## src/rtl/stt_pkg.sv

```systemverilog
// ----------------------------------------------------------------------------
// stt_pkg
// types and constants shared by the source text tokenizer modules
// ----------------------------------------------------------------------------
package stt_pkg;

  localparam int KIND_W = 4;
  localparam int FIELD_W = 16;

  localparam logic [KIND_W-1:0] KIND_SEMI   = 4'd0;
  localparam logic [KIND_W-1:0] KIND_PLUS   = 4'd1;
  localparam logic [KIND_W-1:0] KIND_MINUS  = 4'd2;
  localparam logic [KIND_W-1:0] KIND_STAR   = 4'd3;
  localparam logic [KIND_W-1:0] KIND_SLASH  = 4'd4;
  localparam logic [KIND_W-1:0] KIND_EQ     = 4'd5;
  localparam logic [KIND_W-1:0] KIND_LT     = 4'd6;
  localparam logic [KIND_W-1:0] KIND_GT     = 4'd7;
  localparam logic [KIND_W-1:0] KIND_STRING = 4'd8;
  localparam logic [KIND_W-1:0] KIND_TYPE   = 4'd9;
  localparam logic [KIND_W-1:0] KIND_IDENT  = 4'd10;

  localparam logic [7:0] CH_NUL   = 8'h00;
  localparam logic [7:0] CH_SEMI  = 8'h3B;
  localparam logic [7:0] CH_PLUS  = 8'h2B;
  localparam logic [7:0] CH_MINUS = 8'h2D;
  localparam logic [7:0] CH_STAR  = 8'h2A;
  localparam logic [7:0] CH_SLASH = 8'h2F;
  localparam logic [7:0] CH_EQ    = 8'h3D;
  localparam logic [7:0] CH_LT    = 8'h3C;
  localparam logic [7:0] CH_GT    = 8'h3E;
  localparam logic [7:0] CH_QUOTE = 8'h22;

  localparam logic [23:0] NAME_INT = "int";
  localparam logic [23:0] NAME_STR = "str";
  localparam logic [23:0] NAME_FUN = "fun";

  localparam logic [1:0] MODE_IDLE   = 2'd0;
  localparam logic [1:0] MODE_IDENT  = 2'd1;
  localparam logic [1:0] MODE_STRING = 2'd2;

  localparam int QUEUE_DEPTH = 4;
  localparam int QUEUE_AW = 2;

  typedef struct packed {
    logic [KIND_W-1:0]  kind;
    logic [FIELD_W-1:0] start;
    logic [FIELD_W-1:0] len;
  } token_t;

  typedef struct packed {
    logic   two;
    token_t tok0;
    token_t tok1;
  } entry_t;

endpackage

```

## src/rtl/stt_front.sv

```systemverilog
// ----------------------------------------------------------------------------
// stt_front
// classifies each text byte, keeps the scan state and builds token entries
// ----------------------------------------------------------------------------
module stt_front #(
  parameter int POS_WIDTH = 16
) (
  input  logic                clk,
  input  logic                rst,
  input  logic [7:0]          text_byte,
  input  logic                text_valid,
  output logic                text_ready,
  input  logic                q_full,
  output logic                push,
  output stt_pkg::entry_t     push_entry
);

  logic [1:0]           mode, mode_next;
  logic [POS_WIDTH-1:0] pos, pos_next;
  logic [POS_WIDTH-1:0] tstart, tstart_next;
  logic [POS_WIDTH-1:0] runlen, runlen_next;
  logic [23:0]          first3, first3_next;

  logic                 is_letter, is_alnum, single_v, idle_scan, is_type;
  logic [stt_pkg::KIND_W-1:0] single_kind;
  logic [POS_WIDTH-1:0] run_ext;
  logic [23:0]          first_ext;
  logic                 tok_a_v, tok_b_v;
  stt_pkg::token_t      tok_a, tok_b;
  logic                 accept;

  assign text_ready = !q_full;
  assign accept = text_valid && text_ready;

  always_comb begin
    is_letter = text_byte inside {[8'h41:8'h5A], [8'h61:8'h7A]};
    is_alnum = is_letter || (text_byte inside {[8'h30:8'h39]});
    single_v = 1'b1;
    case (text_byte)
      stt_pkg::CH_SEMI:  single_kind = stt_pkg::KIND_SEMI;
      stt_pkg::CH_PLUS:  single_kind = stt_pkg::KIND_PLUS;
      stt_pkg::CH_MINUS: single_kind = stt_pkg::KIND_MINUS;
      stt_pkg::CH_STAR:  single_kind = stt_pkg::KIND_STAR;
      stt_pkg::CH_SLASH: single_kind = stt_pkg::KIND_SLASH;
      stt_pkg::CH_EQ:    single_kind = stt_pkg::KIND_EQ;
      stt_pkg::CH_LT:    single_kind = stt_pkg::KIND_LT;
      stt_pkg::CH_GT:    single_kind = stt_pkg::KIND_GT;
      default: begin
        single_kind = stt_pkg::KIND_SEMI;
        single_v = 1'b0;
      end
    endcase
  end

  // run extension with saturating length
  assign run_ext = (runlen == '1) ? runlen : runlen + POS_WIDTH'(1);
  assign first_ext = (runlen < POS_WIDTH'(3)) ? {first3[15:0], text_byte} : first3;
  assign is_type = (runlen == POS_WIDTH'(3)) &&
                   (first3 == stt_pkg::NAME_INT || first3 == stt_pkg::NAME_STR ||
                    first3 == stt_pkg::NAME_FUN);

  always_comb begin
    mode_next = mode;
    tstart_next = tstart;
    runlen_next = runlen;
    first3_next = first3;
    tok_a_v = 1'b0;
    tok_b_v = 1'b0;
    tok_a = '0;
    tok_b = '0;
    idle_scan = 1'b0;
    case (mode)
      stt_pkg::MODE_IDENT: begin
        if (is_alnum) begin
          runlen_next = run_ext;
          first3_next = first_ext;
        end else begin
          tok_a_v = 1'b1;
          tok_a.kind = is_type ? stt_pkg::KIND_TYPE : stt_pkg::KIND_IDENT;
          tok_a.start = stt_pkg::FIELD_W'(tstart);
          tok_a.len = stt_pkg::FIELD_W'(runlen);
          mode_next = stt_pkg::MODE_IDLE;
          idle_scan = (text_byte != stt_pkg::CH_NUL);
        end
      end
      stt_pkg::MODE_STRING: begin
        if (is_alnum) begin
          runlen_next = run_ext;
          first3_next = first_ext;
        end else begin
          tok_a_v = 1'b1;
          tok_a.kind = stt_pkg::KIND_STRING;
          tok_a.start = stt_pkg::FIELD_W'(tstart);
          tok_a.len = stt_pkg::FIELD_W'(runlen);
          mode_next = stt_pkg::MODE_IDLE;
        end
      end
      default: begin
        mode_next = stt_pkg::MODE_IDLE;
        idle_scan = (text_byte != stt_pkg::CH_NUL);
      end
    endcase
    if (idle_scan) begin
      if (single_v) begin
        tok_b_v = 1'b1;
        tok_b.kind = single_kind;
        tok_b.start = stt_pkg::FIELD_W'(pos);
        tok_b.len = '0;
      end else if (text_byte == stt_pkg::CH_QUOTE) begin
        mode_next = stt_pkg::MODE_STRING;
        tstart_next = pos + POS_WIDTH'(1);
        runlen_next = '0;
        first3_next = '0;
      end else if (is_letter) begin
        mode_next = stt_pkg::MODE_IDENT;
        tstart_next = pos;
        runlen_next = POS_WIDTH'(1);
        first3_next = {16'h0000, text_byte};
      end
    end
    if (text_byte == stt_pkg::CH_NUL) begin
      mode_next = stt_pkg::MODE_IDLE;
      pos_next = '0;
    end else begin
      pos_next = pos + POS_WIDTH'(1);
    end
  end

  assign push = accept && (tok_a_v || tok_b_v);
  assign push_entry.two = tok_a_v && tok_b_v;
  assign push_entry.tok0 = tok_a_v ? tok_a : tok_b;
  assign push_entry.tok1 = tok_b;

  always_ff @(posedge clk) begin
    if (rst) begin
      mode <= stt_pkg::MODE_IDLE;
      pos <= '0;
      tstart <= '0;
      runlen <= '0;
      first3 <= '0;
    end else if (accept) begin
      mode <= mode_next;
      pos <= pos_next;
      tstart <= tstart_next;
      runlen <= runlen_next;
      first3 <= first3_next;
    end
  end

endmodule

```

## src/rtl/stt_queue.sv

```systemverilog
// ----------------------------------------------------------------------------
// stt_queue
// small fifo of token entries between the front and the back
// ----------------------------------------------------------------------------
module stt_queue (
  input  logic            clk,
  input  logic            rst,
  input  logic            push,
  input  stt_pkg::entry_t push_entry,
  output logic            full,
  input  logic            pop,
  output logic            q_valid,
  output stt_pkg::entry_t q_entry
);

  stt_pkg::entry_t               mem [stt_pkg::QUEUE_DEPTH];
  logic [stt_pkg::QUEUE_AW-1:0]  wr_ptr, rd_ptr;
  logic [stt_pkg::QUEUE_AW:0]    count;
  logic                          do_pop;

  assign full = (count == (stt_pkg::QUEUE_AW+1)'(stt_pkg::QUEUE_DEPTH));
  assign q_valid = (count != '0);
  assign q_entry = mem[rd_ptr];
  assign do_pop = pop && q_valid;

  always_ff @(posedge clk) begin
    if (push) begin
      mem[wr_ptr] <= push_entry;
    end
  end

  always_ff @(posedge clk) begin
    if (rst) begin
      wr_ptr <= '0;
      rd_ptr <= '0;
      count <= '0;
    end else begin
      if (push) begin
        wr_ptr <= wr_ptr + stt_pkg::QUEUE_AW'(1);
      end
      if (do_pop) begin
        rd_ptr <= rd_ptr + stt_pkg::QUEUE_AW'(1);
      end
      if (push && !do_pop) begin
        count <= count + (stt_pkg::QUEUE_AW+1)'(1);
      end else if (do_pop && !push) begin
        count <= count - (stt_pkg::QUEUE_AW+1)'(1);
      end
    end
  end

endmodule

```

## src/rtl/stt_back.sv

```systemverilog
// ----------------------------------------------------------------------------
// stt_back
// output register that sends one or two tokens per queue entry
// ----------------------------------------------------------------------------
module stt_back (
  input  logic                        clk,
  input  logic                        rst,
  input  logic                        q_valid,
  input  stt_pkg::entry_t             q_entry,
  output logic                        pop,
  output logic                        token_valid,
  input  logic                        token_ready,
  output logic [stt_pkg::KIND_W-1:0]  token_kind,
  output logic [stt_pkg::FIELD_W-1:0] start_pos,
  output logic [stt_pkg::FIELD_W-1:0] value_len,
  output logic                        last_of_run
);

  logic            held;
  logic            idx;
  stt_pkg::entry_t cur;
  stt_pkg::token_t tok;
  logic            last;
  logic            sent;

  assign tok = idx ? cur.tok1 : cur.tok0;
  assign last = !cur.two || idx;
  assign sent = held && token_ready;
  assign pop = q_valid && (!held || (sent && last));

  assign token_valid = held;
  assign token_kind = tok.kind;
  assign start_pos = tok.start;
  assign value_len = tok.len;
  assign last_of_run = last;

  always_ff @(posedge clk) begin
    if (pop) begin
      cur <= q_entry;
    end
  end

  always_ff @(posedge clk) begin
    if (rst) begin
      held <= 1'b0;
      idx <= 1'b0;
    end else if (pop) begin
      held <= 1'b1;
      idx <= 1'b0;
    end else if (sent) begin
      if (last) begin
        held <= 1'b0;
      end else begin
        idx <= 1'b1;
      end
    end
  end

endmodule

```

## src/rtl/source_text_tokenizer.sv

```systemverilog
// ----------------------------------------------------------------------------
// source_text_tokenizer
// streaming tokenizer for ascii source text
// ----------------------------------------------------------------------------
// Accepts one text byte every cycle while its four-entry token queue has room;
// a byte is classified and the scan state updated in the cycle it is taken.
// Tokens leave through a registered output, one token per cycle while the
// receiver holds token_ready high, so a byte that closes an identifier and is
// itself an operator gives two tokens and holds the output for both. The
// sustained rate is therefore one byte per cycle as long as such double-token
// bytes stay sparse and the output side keeps up; the shared output port sets it.
module source_text_tokenizer #(
  parameter int POS_WIDTH = 16
) (
  input  logic        clk,
  input  logic        rst,
  input  logic [7:0]  text_byte,
  input  logic        text_valid,
  output logic        text_ready,
  output logic [3:0]  token_kind,
  output logic [15:0] start_pos,
  output logic [15:0] value_len,
  output logic        last_of_run,
  output logic        token_valid,
  input  logic        token_ready
);

  logic            push, full, pop, q_valid;
  stt_pkg::entry_t push_entry, q_entry;

  stt_front #(
    .POS_WIDTH(POS_WIDTH)
  ) u_front (
    .clk        (clk),
    .rst        (rst),
    .text_byte  (text_byte),
    .text_valid (text_valid),
    .text_ready (text_ready),
    .q_full     (full),
    .push       (push),
    .push_entry (push_entry)
  );

  stt_queue u_queue (
    .clk        (clk),
    .rst        (rst),
    .push       (push),
    .push_entry (push_entry),
    .full       (full),
    .pop        (pop),
    .q_valid    (q_valid),
    .q_entry    (q_entry)
  );

  stt_back u_back (
    .clk         (clk),
    .rst         (rst),
    .q_valid     (q_valid),
    .q_entry     (q_entry),
    .pop         (pop),
    .token_valid (token_valid),
    .token_ready (token_ready),
    .token_kind  (token_kind),
    .start_pos   (start_pos),
    .value_len   (value_len),
    .last_of_run (last_of_run)
  );

endmodule

```

## config.mk

```make
export PLATFORM = sky130hd
export DESIGN_NAME = source_text_tokenizer
export DESIGN_NICKNAME = d
export VERILOG_FILES = /design/src/rtl/stt_pkg.sv /design/src/rtl/stt_front.sv /design/src/rtl/stt_queue.sv /design/src/rtl/stt_back.sv /design/src/rtl/source_text_tokenizer.sv
export SDC_FILE = /design/constraint.sdc
export NUM_CORES = 1
export LEC_CHECK = 0
export BUFFER_PORTS_ARGS = -buffer_cell sky130_fd_sc_hd__buf_2
export CAP_MARGIN = 20
export CORE_MARGIN = 4
export CORE_UTILIZATION = 30
export CTS_CLUSTER_SIZE = 30
export DETAILED_ROUTE_END_ITERATION = 10
export SYNTH_ARGS = -nofsm -noshare
export SYNTH_HDL_FRONTEND = slang
export SYNTH_SLANG_ARGS = --single-unit
```

## constraint.sdc

```tcl
create_clock -name clk -period 5.6 [get_ports clk]
set_clock_uncertainty 0.15 [all_clocks]
set_input_delay 1.12 -clock clk [delete_from_list [all_inputs] [get_ports clk]]
set_output_delay 1.12 -clock clk [all_outputs]
set_load 0.005 [all_outputs]
```

# Yosys cells after proc, flatten, opt, wreduce, memory -nomap -nowiden
# Memories as Yosys holds them, arrays and structs flattened. A register that Yosys moved wholly into a read port is not among the register bits.
# Cells that the tools add are included.
dict set report op_classes {
  n_addsub 6
  mul 0
  div_mod_pow 0
  magnitude_cmp 7
  n_eq_ne 17
  n_shift 0
  muxes 47
  n_bitwise 2
  reduce_logical 38
}
# op count
set op_table {}
lappend op_table {{36-bit 2-to-1 mux} 5}
lappend op_table {{24-bit 2-to-1 mux} 7}
lappend op_table {{16-bit 2-to-1 mux} 10}
lappend op_table {{24-bit by 23-bit equality test with 1-bit output, second input constant} 3}
lappend op_table {{8-bit by 6-bit equality test with 1-bit output, second input constant} 9}
lappend op_table {{36-bit one-hot mux with 2 select lines} 1}
lappend op_table {{35-bit 2-to-1 mux} 1}
lappend op_table {{16-bit by 1-bit adder with 16-bit output, second input constant} 2}
lappend op_table {{3-bit one-hot mux with 7 select lines} 1}
lappend op_table {{16-bit equality test, second input constant} 1}
lappend op_table {{16-bit by 2-bit equality test with 1-bit output, second input constant} 1}
lappend op_table {{8-bit by 7-bit greater-or-equal comparator with 1-bit output, second input constant} 2}
lappend op_table {{8-bit by 7-bit <= comparator with 1-bit output, second input constant} 2}
lappend op_table {{16-bit by 2-bit < comparator with 1-bit output, second input constant} 1}
lappend op_table {{2-bit 2-to-1 mux} 8}
lappend op_table {{1-bit logical AND} 13}
lappend op_table {{1-bit 2-to-1 mux} 11}
lappend op_table {{2-bit nonzero test} 5}
lappend op_table {{8-bit by 6-bit greater-or-equal comparator with 1-bit output, second input constant} 1}
lappend op_table {{8-bit by 6-bit <= comparator with 1-bit output, second input constant} 1}
lappend op_table {{8-bit logical NOT} 1}
lappend op_table {{8-bit nonzero test} 1}
lappend op_table {{8-bit OR reduction} 1}
lappend op_table {{1-bit logical OR} 6}
lappend op_table {{other kinds (14)} 23}
dict set report totals {
  regBits 83
  latchBits 0
  ramBits 292
  romBits 0
  in_bits 12
  out_inout_bits 39
  elab_cells 128
  memories 1
}
# memory words width rd rd_ports_with_merged_regs wr line_no
set mem_list {}
lappend mem_list {u_queue.mem 4 73 1 1 1 stt_queue.sv:16} ;# stt_pkg::entry_t mem [stt_pkg::QUEUE_DEPTH];

# Logic depth before layout (Yosys ltp)
# Gate-level depths: netlist (run 1).
dict set report logic_depth {
  depth_word 13
  ltp_mapped 12
}

# By module
# Synthesis (run 1) repeated with hierarchy kept, for this count alone.
dict set report unflattened {
  hier_cells 1136
  hier_area_um2 18308.8
}
# mod n_inst cells_each area_each_um2
set modules_own_cells {}
lappend modules_own_cells {stt_queue 1 425 11046.8}
lappend modules_own_cells {stt_front 1 586 4528.1}
lappend modules_own_cells {stt_back 1 125 2733.9}

# Worst setup path after synthesis (run 1)
# No wires, ideal clock.
dict set report synth_timing {
  kind {input port to flip-flop}
  from {input port token_ready}
  to {register u_queue.count[2] (netlist name)}
  t_arrival_ns 5.292
  required_ns 5.380
  path_slack_ns 0.088
  cell_stages 9
  path_buffers 0
  cell_sequence {nand2_1 > a21oi_1 > inv_1 > ha_1 > inv_1 > fa_1 > xor2_1 > or3_1 > a21oi_1}
}
dict set report synth_via {
  elab_chain_cells 8
}
# element line_no
set synth_rtl {}
lappend synth_rtl {{start: declaration} source_text_tokenizer.sv:25} ;# input logic token_ready
lappend synth_rtl {{1-bit logical AND *} stt_back.sv:28} ;# assign sent = held && token_ready;
lappend synth_rtl {{1-bit logical AND *} stt_back.sv:29} ;# assign pop = q_valid && (!held || (sent && last));
lappend synth_rtl {{1-bit logical OR *} stt_back.sv:29}
lappend synth_rtl {{1-bit logical AND *} stt_back.sv:29}
lappend synth_rtl {{named net pop} source_text_tokenizer.sv:28} ;# logic push, full, pop, q_valid;
lappend synth_rtl {{1-bit logical AND *} stt_queue.sv:24} ;# assign do_pop = pop && q_valid;
lappend synth_rtl {{1-bit logical NOT} stt_queue.sv:44} ;# if (push && !do_pop) begin
lappend synth_rtl {{1-bit logical AND} stt_queue.sv:44}
lappend synth_rtl {{3-bit 2-to-1 mux or 2-bit nonzero test (tied branches)} n/a}
lappend synth_rtl {{end signal: assignment} stt_queue.sv:45} ;# count <= count + (stt_pkg::QUEUE_AW+1)'(1);
lappend synth_rtl {{end signal: assignment} stt_queue.sv:47} ;# count <= count - (stt_pkg::QUEUE_AW+1)'(1);
lappend synth_rtl {{end: declaration} stt_queue.sv:18} ;# logic [stt_pkg::QUEUE_AW:0] count;
# The timed path passes the listed nets; every way through them passes the cells marked *.
# A chain may end at the register's enable or synchronous reset.

# Worst setup path in the final report (run 1)
dict set report layout_timing {
  from {input port text_byte[2]}
  to {register u_queue.count[2] (netlist name)}
}
dict set report layout_via {
  elab_chain_cells 12
}
# element line_no
set layout_rtl {}
lappend layout_rtl {{start: declaration} source_text_tokenizer.sv:17} ;# input logic [7:0] text_byte,
lappend layout_rtl {{8-bit by 7-bit greater-or-equal comparator with 1-bit output or 8-bit by 7-bit <= comparator with 1-bit output (tied branches)} stt_front.sv:36} ;# is_letter = text_byte inside {[8'h41:8'h5A], [8'h61:8'h7A]};
lappend layout_rtl {{1-bit logical AND} stt_front.sv:36}
lappend layout_rtl {{2-bit nonzero test} stt_front.sv:36}
lappend layout_rtl {{1-bit logical OR} stt_front.sv:37} ;# is_alnum = is_letter || (text_byte inside {[8'h30:8'h39]});
lappend layout_rtl {{1-bit 2-to-1 mux} stt_front.sv:74} ;# if (is_alnum) begin
lappend layout_rtl {{1-bit one-hot mux with 2 select lines} stt_front.sv:72} ;# case (mode)
lappend layout_rtl {{1-bit 2-to-1 mux} stt_front.sv:103} ;# if (idle_scan) begin
lappend layout_rtl {{1-bit logical OR *} stt_front.sv:129} ;# assign push = accept && (tok_a_v || tok_b_v);
lappend layout_rtl {{1-bit logical AND *} stt_front.sv:129}
lappend layout_rtl {{named net push} source_text_tokenizer.sv:28}
lappend layout_rtl {{1-bit logical NOT} stt_queue.sv:46} ;# end else if (do_pop && !push) begin
lappend layout_rtl {{1-bit logical AND} stt_queue.sv:46}
lappend layout_rtl {{2-bit nonzero test (no source line)} n/a}
# Marked as above.

==> summary.txt, run 1 <==
Outcome
  • Status: finished clean

Logic synthesis
  • Ys Warns: 0
  • Unique masters post-synth: 78
  • Syn Nets: 1,021
  • Synth async-reset ratio: 0
  • Count leader, synth: edfxtp_1
  • Synthesized flop and latch total: 363
  • Sequential element share of the synthesized area: 0.669
  • Synth top area cells: edfxtp_1 (56%), dfxtp_1 (11%), mux4_2 (8.4%)
  • Post-Synthesis Cells: 999
  • Most common library cells after synthesis: edfxtp_1 (280), dfxtp_1 (83), nor2_1 (64)
  • Synth area leader: edfxtp_1
  • Post-synth EDFFs: 280
  • Post-synth top flop: edfxtp_1
  • Post-Syn Area: between 0.015 and 0.02 mm^2
  • Synth top area share: 0.559
  • Syn_area_per_cell: 15.1 um^2

Timing
  • Post-Route Setup TNS: 0 ns
  • Worst-Margin Slew: 0.933 ns
  • Slew Viols, Final: 0
  • Final Setup Violations: 0
  • Tcrit/Tclk final: 0.668
  • RSZ-0062 raised after global routing: false
  • Fmax: 267 MHz
  • Final Hold Fails: 0
  • Min Clock Period, post-route: 3.74 ns
  • Rel. slew slack: 0.378

Clock network
  • Inserted Clock Buffers: 39
  • Clk root buf: clkbuf_16
  • CTS tree: done
  • Reg clk slew, reported paths: 0.06 ns
  • CTS Hold Bufs: 0
  • Clk sink count: between 300 and 400
  • Clock buffer depth: 3
  • CTS-repair resized insts: 0
  • Skew-Pair Late Insertion Delay: 0.55 ns
  • Post-CTS Setup Inserts: 0
  • H-Tree Depth: 2

Min path
  • Cell depth of the worst hold path: 1
  • Hold Path Class: reg2reg

Floorplanning
  • Die Width: between 200 and 250 um
  • I/O pin count: between 50 and 60
  • Die Span Y: 232 um
  • Std-Cell Rows: 81
  • Die Area: between 0.05 and 0.06 mm^2
  • Core ar.: 0.0493 mm^2
  • Initial Util: 0.305

Routing
  • DR vias/cell: 4.91
  • Routed wire length per instance: 18.4 um
  • Routed wire length: approximately 32,000 um
  • Drc violations: 0
  • 1st-iter DRT viols: 543
  • 1st-pass router iterations: 5
  • Antenna-violating nets left: 0
  • Via count: 8,542

GRT
  • Largest net degree at the start of global routing: 58
  • GRT Total Usage: 0.119
  • Grt ovf: 0
  • Initial antenna violation count: 0
  • Met1 Resource Use GR: 0.152
  • Number of global-route vias before repair: between 8,000 and 9,000
  • Global-route wire length before repair: 50,800 um
  • Routing usage on met2: 0.206
  • GR Util met3: 0.0206
  • Top Usage Layer GRT: met2

Setup path
  • Peak per-stage delay on the critical path: 0.58 ns
  • CP Class: in2reg
  • Buf/Inv on CP: 3
  • Cell family with most CP delay: simple AND/OR/NAND/NOR gates
  • Stages on worst setup path: 12
  • Worst EP required: 5.93 ns
  • Critical path endpoint category: flip-flop
  • CP Cell Sequence: buf_2 > or4_1 > nor2_2 > nor4_2 > buf_4 > o21a_1 > ha_1 > inv_1 > fa_1 > xor2_1 > or3_1 > a21oi_1
  • Critical Path Source Type: input port
  • Crit path max fanout: 20
  • R2R setup slack: about 2.5 ns
  • Register-to-Register Path Depth: 12
  • CP max stage cell: or4_1
  • WP data arrival: 4.07 ns

Placed design
  • Post-DP HPWL: 20,100 um
  • Routability cong.: 0.787
  • DP Cell Count: 1,668
  • I/O Buffers: 50

Finish
  • Layout area overhead: 14.6%
  • Final net count: 1,067
  • Fraction of layout cells with a size suffix above 1: 0.225
  • Fin cells: 1,741

Power and ir drop
  • Power density cells: 406 mW/mm^2
  • Worst IR Drop VDD: 0.206 mV
  • LEAKAGE: between 5 and 6 nW

Run
  • Max Cap Viol: 0
-- report_power, final --
| part | internal, mW | switching, mW |
|---|---|---|
| Combinational | 0.512 | 0.578 |
| Clock | 1.46 | 1.02 |
| Sequential | 3.24 | 0.181 |
| Total | 5.21 | 1.78 |
-- worst paths after layout --
path | start | end
setup / recovery | text_byte[2] | u_queue.count[2]
hold / removal | u_front.first3[23] | u_front.first3[23]
setup reg to reg | u_front.mode[0] | u_queue.count[2]
hold reg to reg | u_front.first3[23] | u_front.first3[23]
-- cell type report --
type | instances | area, um^2
fill | 4755 | 32000
sequential | 363 | 10100
multi-input combinational | 560 | 4650
clock buffer | 57 | 1090
tap | 664 | 831
timing repair buffer | 69 | 393
clock inverter | 15 | 143
inverter | 12 | 45.0
antenna | 1 | 2.50
-- worst reg2reg max path, stage by stage, from the launching register on --
cell     delay (ns)
dfxtp_1        0.35
inv_1          0.05
ha_1           0.33
nor2_1         0.10
nor4_2         0.24
buf_4          0.27
o21a_1         0.27
ha_1           0.23
inv_1          0.06
fa_1           0.37
xor2_1         0.16
or3_1          0.30
a21oi_1        0.14
-- metrics by stage --
stage	util	cell area (um^2)	setup WS, ns	total power [mW]	hold slack (ns)
finish	0.350	17200	1.86	6.99	0.329
global route	0.350	17200	1.63	7.35	0.343
CTS	0.350	17200	1.88	7.13	0.332
detailed placement	0.325	16000	1.30	4.62	0.309
global placement	0.325	16000	1.27	4.61	0.307
floorplan	-	15000	0.0880	4.17	0.290
-- sequential cells by signal (all words and copies together) (netlist names) --
signal	count
u_queue.mem	224
u_back.cur	56
u_front.first3	24
u_front.pos	16
u_front.runlen	16
u_front.tstart	16
u_queue.count	3
u_front.mode	2
u_queue.rd_ptr	2
u_queue.wr_ptr	2
u_back.idx	1
u_back.token_valid	1
-- per-layer routing --
metal / vias up / wire length [um]
met4: 0 / 787
met3: 52 / 1260
met2: 179 / 16300
met1: 4335 / 13700
li1: 3976 / -
met5: - / 0
-- cells in the final DEF, fill, tap and decap left out, types with 6 or more instances in the layout --
cell / n
clkbuf_1: 13
a211oi_1: 17
nor4_1: 7
nor2b_1: 27
and2_1: 35
edfxtp_1: 280
nor3_1: 16
buf_4: 19
inv_1: 12
mux4_2: 56
and3_1: 6
clkbuf_16: 39
xor2_1: 16
o21ai_0: 26
or3_1: 10
a22o_2: 6
mux2_2: 22
buf_2: 50
a31oi_1: 9
nor2_1: 64
a21oi_1: 28
ha_1: 9
xnor2_1: 16
nand3_1: 25
nand4_1: 15
a22o_1: 26
dfxtp_1: 80
nand2_1: 32
-- kinds of logic (layout without fill, tap and decap cells) --
| group | Yosys count | in the layout | share of synthesized area |
|---|---|---|---|
| AOI/OAI and AO/OA | 155 | 155 | 0.0742 |
| xor gates and xnor gates | 32 | 32 | 0.0186 |
| adders and majority gates | 10 | 10 | 0.00882 |
| buffers and inverters | 76 | 153 | 0.0230 |
| DFF | 363 | 363 | 0.669 |
| muxes | 82 | 82 | 0.103 |
| other | 0 | 1 | 0 |
| and+or+nand+nor | 281 | 281 | 0.103 |
(Power assumes the default switching activity.)
==> run 2: changes to the inputs <==
- ABC_AREA: unset -> 1
- clock period: 5.6 -> 3.14 ns (I/O delays scaled with it)
==> summary.txt, run 2 <==
Clock network
  • Skew-Pair Late Insertion Delay: 0.53 ns (-0.02 ns)
  • Clock buffer depth: 3 (unchanged)
  • Clk root buf: clkbuf_16
  • Post-CTS Setup Inserts: 0 (unchanged)
  • Clk sink count: 363 (unchanged)
  • Inserted Clock Buffers: 40 (+2.6%)
  • Reg clk slew, reported paths: 0.06 ns (about the same)
  • H-Tree Depth: 2 (unchanged)
  • CTS-repair resized insts: 0 (unchanged)
  • CTS tree: done
  • CTS Hold Bufs: 0 (unchanged)

Placed design
  • DP Area: 0.0174 mm^2 (+8.8%)
  • Post-DP HPWL: 24,900 um (+24%)
  • I/O Buffers: 50 (unchanged)
  • Routability cong.: 0.834 (+6.0%)

Routing
  • Routed wire length: 38,400 um (+20%)
  • Drc violations: 0 (unchanged)
  • Antenna-violating nets left: 0 (unchanged)
  • 1st-pass router iterations: 5 (unchanged)
  • Routed wire length per instance: 15.8 um (-14%)
  • DR vias/cell: 4.75 (-3.1%)
  • 1st-iter DRT viols: 822 (+51%)
  • Via count: 11,556 (+35%)

Logic synthesis
  • Unique masters post-synth: 45 (-42%)
  • Synth async-reset ratio: 0 (unchanged)
  • Post-Synthesis Cells: 1,649 (+65%)
  • Count leader, synth: nand2_1
  • Post-synth top flop: edfxtp_1
  • Syn Nets: 1,671 (+64%)
  • Synthesized flop and latch total: 363 (unchanged)
  • Synth top area cells: edfxtp_1 (52%), dfxtp_1 (10%), nand2_1 (8.3%)
  • Sequential element share of the synthesized area: 0.627 (-0.0426)
  • Ys Warns: 0 (unchanged)
  • Syn_area_per_cell: 9.74 um^2 (-35%)
  • Synth area leader: edfxtp_1
  • Post-synth EDFFs: 280 (unchanged)
  • Most common library cells after synthesis: nand2_1 (357), edfxtp_1 (280), nor2_1 (235)
  • Synth top area share: 0.523 (-0.0356)
  • Post-Syn Area: 0.0161 mm^2 (+6.8%)

Floorplanning
  • Initial Util: 0.304 (-0.000916)
  • I/O pin count: 51 (unchanged)
  • Die Area: 0.0573 mm^2 (+6.6%)
  • Core ar.: 0.0528 mm^2 (+7.1%)
  • Die Span Y: 239 um (+3.2%)
  • Die Width: 239 um (+3.2%)
  • Std-Cell Rows: 84 (+3.7%)

Setup path
  • Worst EP required: 2.36 ns (-3.57 ns)
  • Crit path max fanout: 21 (+5.0%)
  • CP max stage cell: inv_1
  • CP Class: reg2out
  • Buf/Inv on CP: 3 (unchanged)
  • Critical Path Source Type: flip-flop
  • Critical path origin: u_back.idx
  • Peak per-stage delay on the critical path: 0.60 ns (+0.02 ns)
  • Critical path endpoint category: output pin
  • Cell family with most CP delay: buffers and inverters
  • CP Cell Sequence: buf_4 > inv_1 > nand2_1 > nand2_1 > buf_2
  • WP data arrival: 2.15 ns (-1.92 ns)
  • Crit Reg-Reg Startpoint: u_front.mode[0]
  • Cell mode on critical path: nand2_1

Min path
  • Hold Path Class: reg2reg
  • Hold_sp: u_front.tstart[13]

Timing
  • Worst-Margin Slew: 0.805 ns (-0.129 ns)
  • RSZ-0062 raised after global routing: false
  • Final Setup Violations: 0 (unchanged)
  • Rel. slew slack: 0.463 (+0.0857)
  • Fmax: 342 MHz
  • Final Hold Fails: 0 (unchanged)
  • Min Clock Period, post-route: 2.92 ns
  • Tcrit/Tclk final: 0.931
  • Slew Viols, Final: 0 (unchanged)

Finish
  • Max reg flops: 224 (unchanged)
  • Fill count: 5,258 (+11%)
  • Util after Layout: 0.353 (+0.00341)
  • Largest reg by FF count: u_queue.mem
  • Most frequent cells in the layout: nand2_1 (355), edfxtp_1 (280), nor2_1 (230)
  • Area of the multi-input gates: 0.00520 mm^2 (+12%)
  • Fraction of layout cells with a size suffix above 1: 0.121 (-0.104)
  • Top Registers: u_queue.mem: 224 flops, u_back.cur: 56 flops, u_front.first3: 24 flops
  • Commonest non-fill, non-tap cell in the layout: nand2_1
  • Reg area: 0.0101 mm^2 (about the same)
  • Diodes inserted: 0 (-1)
  • Final net count: 1,736 (+63%)
  • Layout Cell Area excl Fill: 0.0186 mm^2 (+8.2%)
  • Layout area overhead: 16.0%

Power and ir drop
  • Int Pwr: 9.29 mW (+78%)
  • Gate power share: 0.218 (+0.062)
  • Seq pwr share: 0.454 (-0.036)
  • Worst IR Drop VDD: 0.495 mV (+140%)
  • Psw: 3.98 mW (+120%)
  • Clock power frac: 0.329 (-0.025)
  • Switch share: 0.300 (+0.0455)
  • Total chip power: 13.3 mW (+90%)
  • LEAKAGE: 6.69 nW (+25%)
  • Power density cells: 712 mW/mm^2 (+75%)

GRT
  • GRT Total Usage: 0.133 (+0.0137)
  • Number of global-route vias before repair: 11,183 (+27%)
  • Grt ovf: 0 (unchanged)
  • Initial antenna violation count: 0 (unchanged)
  • Largest net degree at the start of global routing: 114 (+97%)
  • Global-route wire length before repair: 61,400 um (+21%)

Outcome
  • Status: finished clean

Run
  • Max Cap Viol: 0 (unchanged)
[run 2: cell types whose count changed after synthesis, sizes merged, moves of 17 or more]
cell,delta
nor2b,-27
o21ai,+141
a22o,-32
and2,-41
mux2,-22
nor2,+188
nand3,+56
o22ai,+53
a211oi,-17
mux4,-56
a21oi,+37
nand2,+333
inv,+122
[run 2: logic make-up after synthesis]
kind of cell / Yosys count / synth area share
flip-flops: 363 / 0.627
buffers and inverters: 210 / 0.0534
adder cells (fa/ha/maj): 10 / 0.00826
AND/OR/NAND/NOR: 756 / 0.205
AO/OA/AOI/OAI: 298 / 0.0995
XOR/XNOR: 12 / 0.00654
[run 2: path summary, 6_finish.rpt]
check | depth (start not counted) | slack [ns] | to
worst max register to register | 15 | 0.41 | u_queue.count[2]
worst min-delay path | 2 | 0.30 | u_front.tstart[13]
worst min register to register | 2 | 0.30 | u_front.tstart[13]
worst max-delay path | 5 | 0.22 | start_pos[9]
[run 2: power by group through the flow]
stage / clock [mW] / sequential (mW) / combinational, mW
final: 4.36 / 6.02 / 2.89
after CTS: 4.46 / 6.03 / 2.92
after global placement: 0 / 6.12 / 2.84
after floorplan: 0 / 6.08 / 1.80
after detailed placement: 0 / 6.13 / 2.92
after global routing: 4.68 / 6.07 / 3.27
[run 2: layer usage]
metal	GRT usage	up-vias	wire (um)
met3	0.0214	42	1670
met5	0	-	0
li1	-	5759	-
met2	0.221	224	18000
met4	0.0290	0	592
met1	0.184	5531	18100
[run 2: per-stage QoR]
stage,hold slack (ns),setup TNS [ns],setup slack [ns],cells
2_1_floorplan,0.269,-0.00394,-0.00394,1649
3_3_place_gp,0.289,-0.00922,-0.00922,2358
3_5_place_dp,0.291,-0.0855,-0.0855,2359
4_1_cts,0.303,0,0.105,2430
5_1_grt,0.324,0,0.0401,2431
6_report,0.299,0,0.216,2431
[run 2: worst register-to-register path, cell delays in order (launching register included)]
cell and delay, ns:
dfxtp_1 0.35, inv_1 0.07, ha_1 0.41, inv_2 0.09, a21oi_4 0.17, nand2_4 0.08, nand2_4 0.09, nand2_4 0.05
inv_1 0.05, ha_1 0.13, inv_1 0.07, fa_1 0.39, a21oi_1 0.17, o21ai_0 0.15, o21ai_0 0.16, a21oi_1 0.05
[run 2: layout make-up]
| type | instances | area share |
|---|---|---|
| Clock buffer | 50 | 0.0557 |
| Clock inverter | 21 | 0.00940 |
| Inverter | 136 | 0.0279 |
| Multi-Input combinational cell | 1076 | 0.279 |
| Sequential cell | 363 | 0.540 |
| Tap cell | 688 | 0.0462 |
| Timing Repair Buffer | 97 | 0.0415 |
